### src/rtl/ssc_pkg.sv
// Shared types and state codes for the stack sequence checker.
package ssc_pkg;

	localparam int unsigned SYMBOL_W = 8;

	// One input transaction as it travels from the front queue to the sequencer.
	typedef struct packed {
		logic                last_item;
		logic [SYMBOL_W-1:0] expect_symbol;
		logic [SYMBOL_W-1:0] push_symbol;
	} item_t;

	typedef struct packed {
		logic length_exceeded;
		logic achievable;
	} result_t;

	typedef enum logic [3:0] {
		ST_IDLE = 4'b0001,
		ST_READ = 4'b0010,
		ST_CMP  = 4'b0100,
		ST_EMIT = 4'b1000
	} seq_state_t;

endpackage

### src/rtl/ssc_ram.sv
// Generic single-write, single-read RAM with a registered read port.
module ssc_ram #(
	parameter int unsigned WIDTH = 8,
	parameter int unsigned DEPTH = 256
) (
	input  logic                     clk,
	input  logic                     we,
	input  logic [$clog2(DEPTH)-1:0] waddr,
	input  logic [WIDTH-1:0]         wdata,
	input  logic [$clog2(DEPTH)-1:0] raddr,
	output logic [WIDTH-1:0]         rdata
);

	logic [WIDTH-1:0] mem_q [DEPTH];

	always_ff @(posedge clk) begin
		if (we) begin
			mem_q[waddr] <= wdata;
		end
		rdata <= mem_q[raddr];
	end

endmodule

### src/rtl/ssc_back.sv
// Sequencer: pushes each item unless the run is too long, pops while the stack top matches, and issues the verdict.
module ssc_back #(
	parameter int unsigned MAX_LENGTH = 256
) (
	input  logic             clk,
	input  logic             arst_n,
	input  logic             q_valid,
	output logic             q_ready,
	input  ssc_pkg::item_t   q_item,
	output logic             out_valid,
	input  logic             out_ready,
	output ssc_pkg::result_t out_result
);

	localparam int unsigned ADDR_W = $clog2(MAX_LENGTH);
	localparam int unsigned CNT_W  = $clog2(MAX_LENGTH + 1);

	ssc_pkg::seq_state_t state_q;
	logic [CNT_W-1:0]    rc_q;
	logic [CNT_W-1:0]    depth_q;
	logic [CNT_W-1:0]    mi_q;
	logic                ov_q;
	logic                last_q;
	logic                out_valid_q;
	ssc_pkg::result_t    result_q;

	logic                       take;
	logic                       full;
	logic                       store;
	logic                       emit_fire;
	logic [CNT_W-1:0]           depth_m1;
	logic [ssc_pkg::SYMBOL_W-1:0] stack_rd;
	logic [ssc_pkg::SYMBOL_W-1:0] exp_rd;
	logic                       match;

	assign q_ready    = (state_q == ssc_pkg::ST_IDLE);
	assign take       = q_valid && q_ready;
	assign full       = (rc_q == CNT_W'(MAX_LENGTH));
	assign store      = take && !ov_q && !full;
	assign depth_m1   = depth_q - CNT_W'(1);
	assign emit_fire  = (state_q == ssc_pkg::ST_EMIT) && (!out_valid_q || out_ready);
	assign out_valid  = out_valid_q;
	assign out_result = result_q;

	ssc_ram #(
		.WIDTH(ssc_pkg::SYMBOL_W),
		.DEPTH(MAX_LENGTH)
	) u_stack_ram (
		.clk   (clk),
		.we    (store),
		.waddr (depth_q[ADDR_W-1:0]),
		.wdata (q_item.push_symbol),
		.raddr (depth_m1[ADDR_W-1:0]),
		.rdata (stack_rd)
	);

	ssc_ram #(
		.WIDTH(ssc_pkg::SYMBOL_W),
		.DEPTH(MAX_LENGTH)
	) u_expected_ram (
		.clk   (clk),
		.we    (store),
		.waddr (rc_q[ADDR_W-1:0]),
		.wdata (q_item.expect_symbol),
		.raddr (mi_q[ADDR_W-1:0]),
		.rdata (exp_rd)
	);

	// Read data presented in the compare state belongs to the addresses driven in the read state.
	assign match = (depth_q != '0) && (mi_q < rc_q) && (stack_rd == exp_rd);

	always_ff @(posedge clk or negedge arst_n) begin
		if (!arst_n) begin
			state_q     <= ssc_pkg::ST_IDLE;
			rc_q        <= '0;
			depth_q     <= '0;
			mi_q        <= '0;
			ov_q        <= 1'b0;
			last_q      <= 1'b0;
			out_valid_q <= 1'b0;
			result_q    <= '0;
		end else begin
			if (emit_fire) begin
				out_valid_q <= 1'b1;
			end else if (out_valid_q && out_ready) begin
				out_valid_q <= 1'b0;
			end
			unique case (state_q)
				ssc_pkg::ST_IDLE: begin
					if (take) begin
						last_q <= q_item.last_item;
						if (ov_q || full) begin
							// Too long: the transaction is dropped and the run is marked failed.
							ov_q    <= 1'b1;
							state_q <= q_item.last_item ? ssc_pkg::ST_EMIT : ssc_pkg::ST_IDLE;
						end else begin
							rc_q    <= rc_q + CNT_W'(1);
							depth_q <= depth_q + CNT_W'(1);
							state_q <= ssc_pkg::ST_READ;
						end
					end
				end
				ssc_pkg::ST_READ: begin
					state_q <= ssc_pkg::ST_CMP;
				end
				ssc_pkg::ST_CMP: begin
					if (match) begin
						depth_q <= depth_m1;
						mi_q    <= mi_q + CNT_W'(1);
					end
					if (match && depth_m1 != '0) begin
						state_q <= ssc_pkg::ST_READ;
					end else begin
						state_q <= last_q ? ssc_pkg::ST_EMIT : ssc_pkg::ST_IDLE;
					end
				end
				ssc_pkg::ST_EMIT: begin
					if (emit_fire) begin
						result_q.achievable      <= !ov_q && (depth_q == '0) && (mi_q == rc_q);
						result_q.length_exceeded <= ov_q;
						rc_q                     <= '0;
						depth_q                  <= '0;
						mi_q                     <= '0;
						ov_q                     <= 1'b0;
						state_q                  <= ssc_pkg::ST_IDLE;
					end
				end
				default: begin
					state_q <= ssc_pkg::ST_IDLE;
				end
			endcase
		end
	end

endmodule

### config.mk
export PLATFORM = sky130hd
export DESIGN_NAME = ssc_back
export DESIGN_NICKNAME = d
export VERILOG_FILES = /design/src/rtl/ssc_pkg.sv /design/src/rtl/ssc_ram.sv /design/src/rtl/ssc_back.sv
export SDC_FILE = /design/constraint.sdc
export NUM_CORES = 2
export LEC_CHECK = 0
export BUFFER_PORTS_ARGS = -buffer_cell sky130_fd_sc_hd__buf_2
export CORE_MARGIN = 2
export CORE_UTILIZATION = 35
export CTS_CLUSTER_DIAMETER = 200
export DETAILED_ROUTE_END_ITERATION = 8
export SETUP_SLACK_MARGIN = 0.15
export SLEW_MARGIN = 20
export SYNTH_ARGS = -nofsm -noshare
export SYNTH_HDL_FRONTEND = slang
export SYNTH_SLANG_ARGS = --single-unit
### constraint.sdc
create_clock -name clk -period 4.65 [get_ports clk]
set_clock_uncertainty 0.2 [all_clocks]
set_input_delay 0 -clock clk [delete_from_list [all_inputs] [get_ports clk]]
set_output_delay 0 -clock clk [all_outputs]
set_load 0.05 [all_outputs]
==> metrics.md <==
| Metric | Value |
|---|---|
| Lkg Pwr | 55.9 nW |
| DRC violations left | 0 |
| Drt first pass iters | 6 |
| Largest net degree at the start of global routing | 155 |
| Post-route setup slack | 0.223 ns |
| Post-synthesis compound-gate area fraction | 1.50% |
| Area post-placement | 171000 µm² |
| Largest family of logic cells by synthesized area | multiplexers |
| CTS tree | built |
| Fraction of the mapped netlist area in simple logic gates | 2.23% |
| Unrepaired setup endpoints after global routing | yes |
| WS Path Type | flip-flop to flip-flop |
| Distinct cells, synth | 76 |
| Area leader, netlist | edfxtp_1 |
| Worst VDD drop | 0.831 mV |
| Design area | 185000 µm² |
| Dpl hpwl | 243000 µm |
| Avg Inst Size Synth | 22.6 µm² |
| Min-delay worst type | primary input to flip-flop |
| Final TNS setup | 0 ns |
| Minimum clock period | 4.43 ns |
| Main synth FF type | edfxtp_1 |
| Die X | 682 µm |
| Post-route ant nets | 0 |
| Synthesized instance count | 7127 |
| Initial drt markers | 9670 |
| Root buffer cell | clkbuf_16 |
| FP Rows | 249 |
| Critical Path Start Type | flip-flop |
| Top Ports | 25 |
| Measured slew at the worst slew-check pin | 1.27 ns |
| CTS clk-pin slew, worst paths | 0.06 ns |
| MaxCap Viol Count | 0 |
| Area grow syn2layout | 14.7% |
| First-pass GRT wire length | 577000 µm |
| Synth Area in Adders | 0.155% |
| Grt total ovfl | 0 |
| Post-Syn Nets | 7168 |
| Die Y | 682 µm |
| Area contributors post-synth | edfxtp_1 (76%), mux4_2 (17%), nor2_1 (1.3%) |
| Number of buffers created by CTS | 407 |
| Mux share of post-synthesis cell area | 17.5% |
| Inst Count DP | 13300 |
| Fraction of registers with async set/reset | 0.868% |
| Synth warn | 0 |
| Post-place setup slack | 0.110 ns |
| Vias | 76500 |
| Routed wire length | 403000 µm |
| CP required | 5.27 ns |
| CTS HTree Levels | 5 |
| #FFs+latches synth | 4148 |
| Die ar. | 465000 µm² |
| Post-synthesis xor/xnor area fraction | 0.141% |
| Hold Slack | 0.0411 ns |
| Vias in the first global route | 77700 |
| Area of the core | 459000 µm² |
| Worst skew pair latency | 1.00 ns |
| RePlAce Congestion | 0.858 |
| Max transition margin | 15.2% |
| EDFF count, synth | 4096 |
| Share of cells above drive strength 1 | 29.5% |
| FMAX | 0.226 GHz |
| Longest Clk Path Bufs | 4 |
| Crit Path Max Fanout | 32 |
| Post-synth top area share | 76.4% |
| Status | complete, no violations |
| Power Density | 553 nW/µm² |
| Final Power | 102 mW |
| Overall global routing resource usage | 17.0% |
| Util after Layout | 40.2% |
| Post-layout nets | 7678 |
| CP Capture Type | flip-flop |
| Sequential area share after synthesis | 77.2% |
| Starting Density | 35.1% |
| Routed len/inst | 28.5 µm |
| Final setup viols | 0 |
| Fin crit share | 95.2% |
| WP data arrival | 5.05 ns |
| Input/output buffers | 24 |
| CTS sink cnt | 4148 |
| Mapped Area | 161000 µm² |
| Final Hold Viols | 0 |
| Antenna violations before repair | 11 |
| Final slew viol count | 0 |
| Drt via density | 5.41 |
| Final Non-Filler Cells | 14100 |
==> kinds of logic after synthesis <==
group / after synthesis
AO/OA/AOI/OAI: 321
flip-flops: 4148
AND/OR/NAND/NOR: 851
adder cells (fa/ha/maj): 20
XOR/XNOR: 26
multiplexers: 1326
buffers and inverters: 435
==> layer usage <==
layer	wire (µm)	vias up	track usage, %
li1	-	31200	-
met1	162000	41200	23.1
met2	196000	3437	27.8
met3	31500	661	3.00
met4	13300	2	5.42
met5	18	-	0
==> final timing paths <==
| path | from | to | slack (ns) | cells after the start |
|---|---|---|---|---|
| setup / recovery | depth_q[0] | u_stack_ram.rdata[6] | 0.22 | 9 |
| max in group asynchronous | arst_n | depth_q[0] | 2.26 | 6 |
| hold reg to reg | out_result[1] | out_result[1] | 0.28 | 2 |
| min in group asynchronous | arst_n | rc_q[2] | 0.57 | 5 |
| setup reg to reg | depth_q[0] | u_stack_ram.rdata[6] | 0.22 | 9 |
| hold / removal | q_item[7] | u_stack_ram.mem_q[78][7] | 0.04 | 2 |
==> cells in the final DEF, fill, tap and decap left out, types with 17 or more instances in the layout <==
master,synthesis,routed
a211oi_1,29,29
a21oi_1,37,35
a221o_1,17,17
a221oi_1,24,24
a22o_1,46,46
a22oi_1,37,37
buf_12,0,51
buf_4,43,407
bufinv_16,0,34
clkbuf_1,189,85
clkbuf_16,0,417
clkinv_1,0,109
clkinv_2,0,69
dfrtp_1,35,29
dlygate4sd3_1,0,33
edfxtp_1,4096,4096
ha_1,20,19
inv_1,19,19
mux2i_1,125,125
mux4_2,1188,1188
nand2_1,123,107
nand3_1,32,23
nor2_1,566,506
nor2_2,0,59
nor2b_1,33,29
nor3_1,20,20
o21ai_0,33,32
o22ai_1,21,21
==> flip-flops by register name, indices dropped and copies added (netlist names) <==
name and cells:
state_q 4, u_expected_ram.rdata 8, rc_q 9, ov_q 1, mi_q 9, u_stack_ram.mem_q 2048
last_q 1, u_stack_ram.rdata 8, out_result 2, u_expected_ram.mem_q 2048, depth_q 9, out_valid 1
==> cells in the mapped netlist, drive strengths merged, types with 4 or more instances <==
master   number
nor4         10
o221ai       16
nand2b       11
a221oi       24
nand3        32
nand4        14
dfxtp        16
o22ai        21
dfrtp        35
or3           8
mux4       1188
and2          5
inv          20
xnor2        18
a211oi       29
ha           20
and3          5
xor2          8
buf         226
clkbuf      189
mux2i       125
nand2       123
nor3         20
or4           4
nor2        566
a22oi        37
a31oi        10
o21ai        34
edfxtp     4096
mux2         13
a2111oi      13
o211ai        9
a22o         46
nor2b        33
a21oi        37
a221o        17
==> worst max-delay path, stage by stage (launching register included) <==
cell,delay [ns]
dfrtp_4,0.55
inv_1,0.25
ha_1,0.40
or3b_2,0.54
xor2_1,0.22
and3_2,0.60
a22o_1,0.43
a221o_1,0.33
a22oi_1,0.47
o221ai_1,0.24
==> cell type report <==
class                           instances  area [µm²]
Antenna cell                            5        12.5
Clock buffer                          502       10800
Clock inverter                        244        2260
Fill cell                           39700      274000
Inverter                               20        75.1
Multi-Input combinational cell       2544       35000
Sequential cell                      4148      124000
Tap cell                             6149        7690
Timing Repair Buffer                  516        4690
==> report_power, final <==
group          internal [mW]  switching [mW]
combinational           12.7            15.2
sequential              41.4           0.415
clock                   18.3            14.1
==> timing repair <==
action	CTS	global route
hold endpoints to repair	2785	0
endpoints found under the setup margin	264	660
hold buffers	33	0
resized for setup	10	56
buffers inserted	0	0
Note: power is estimated with default switching activity, not from simulation.
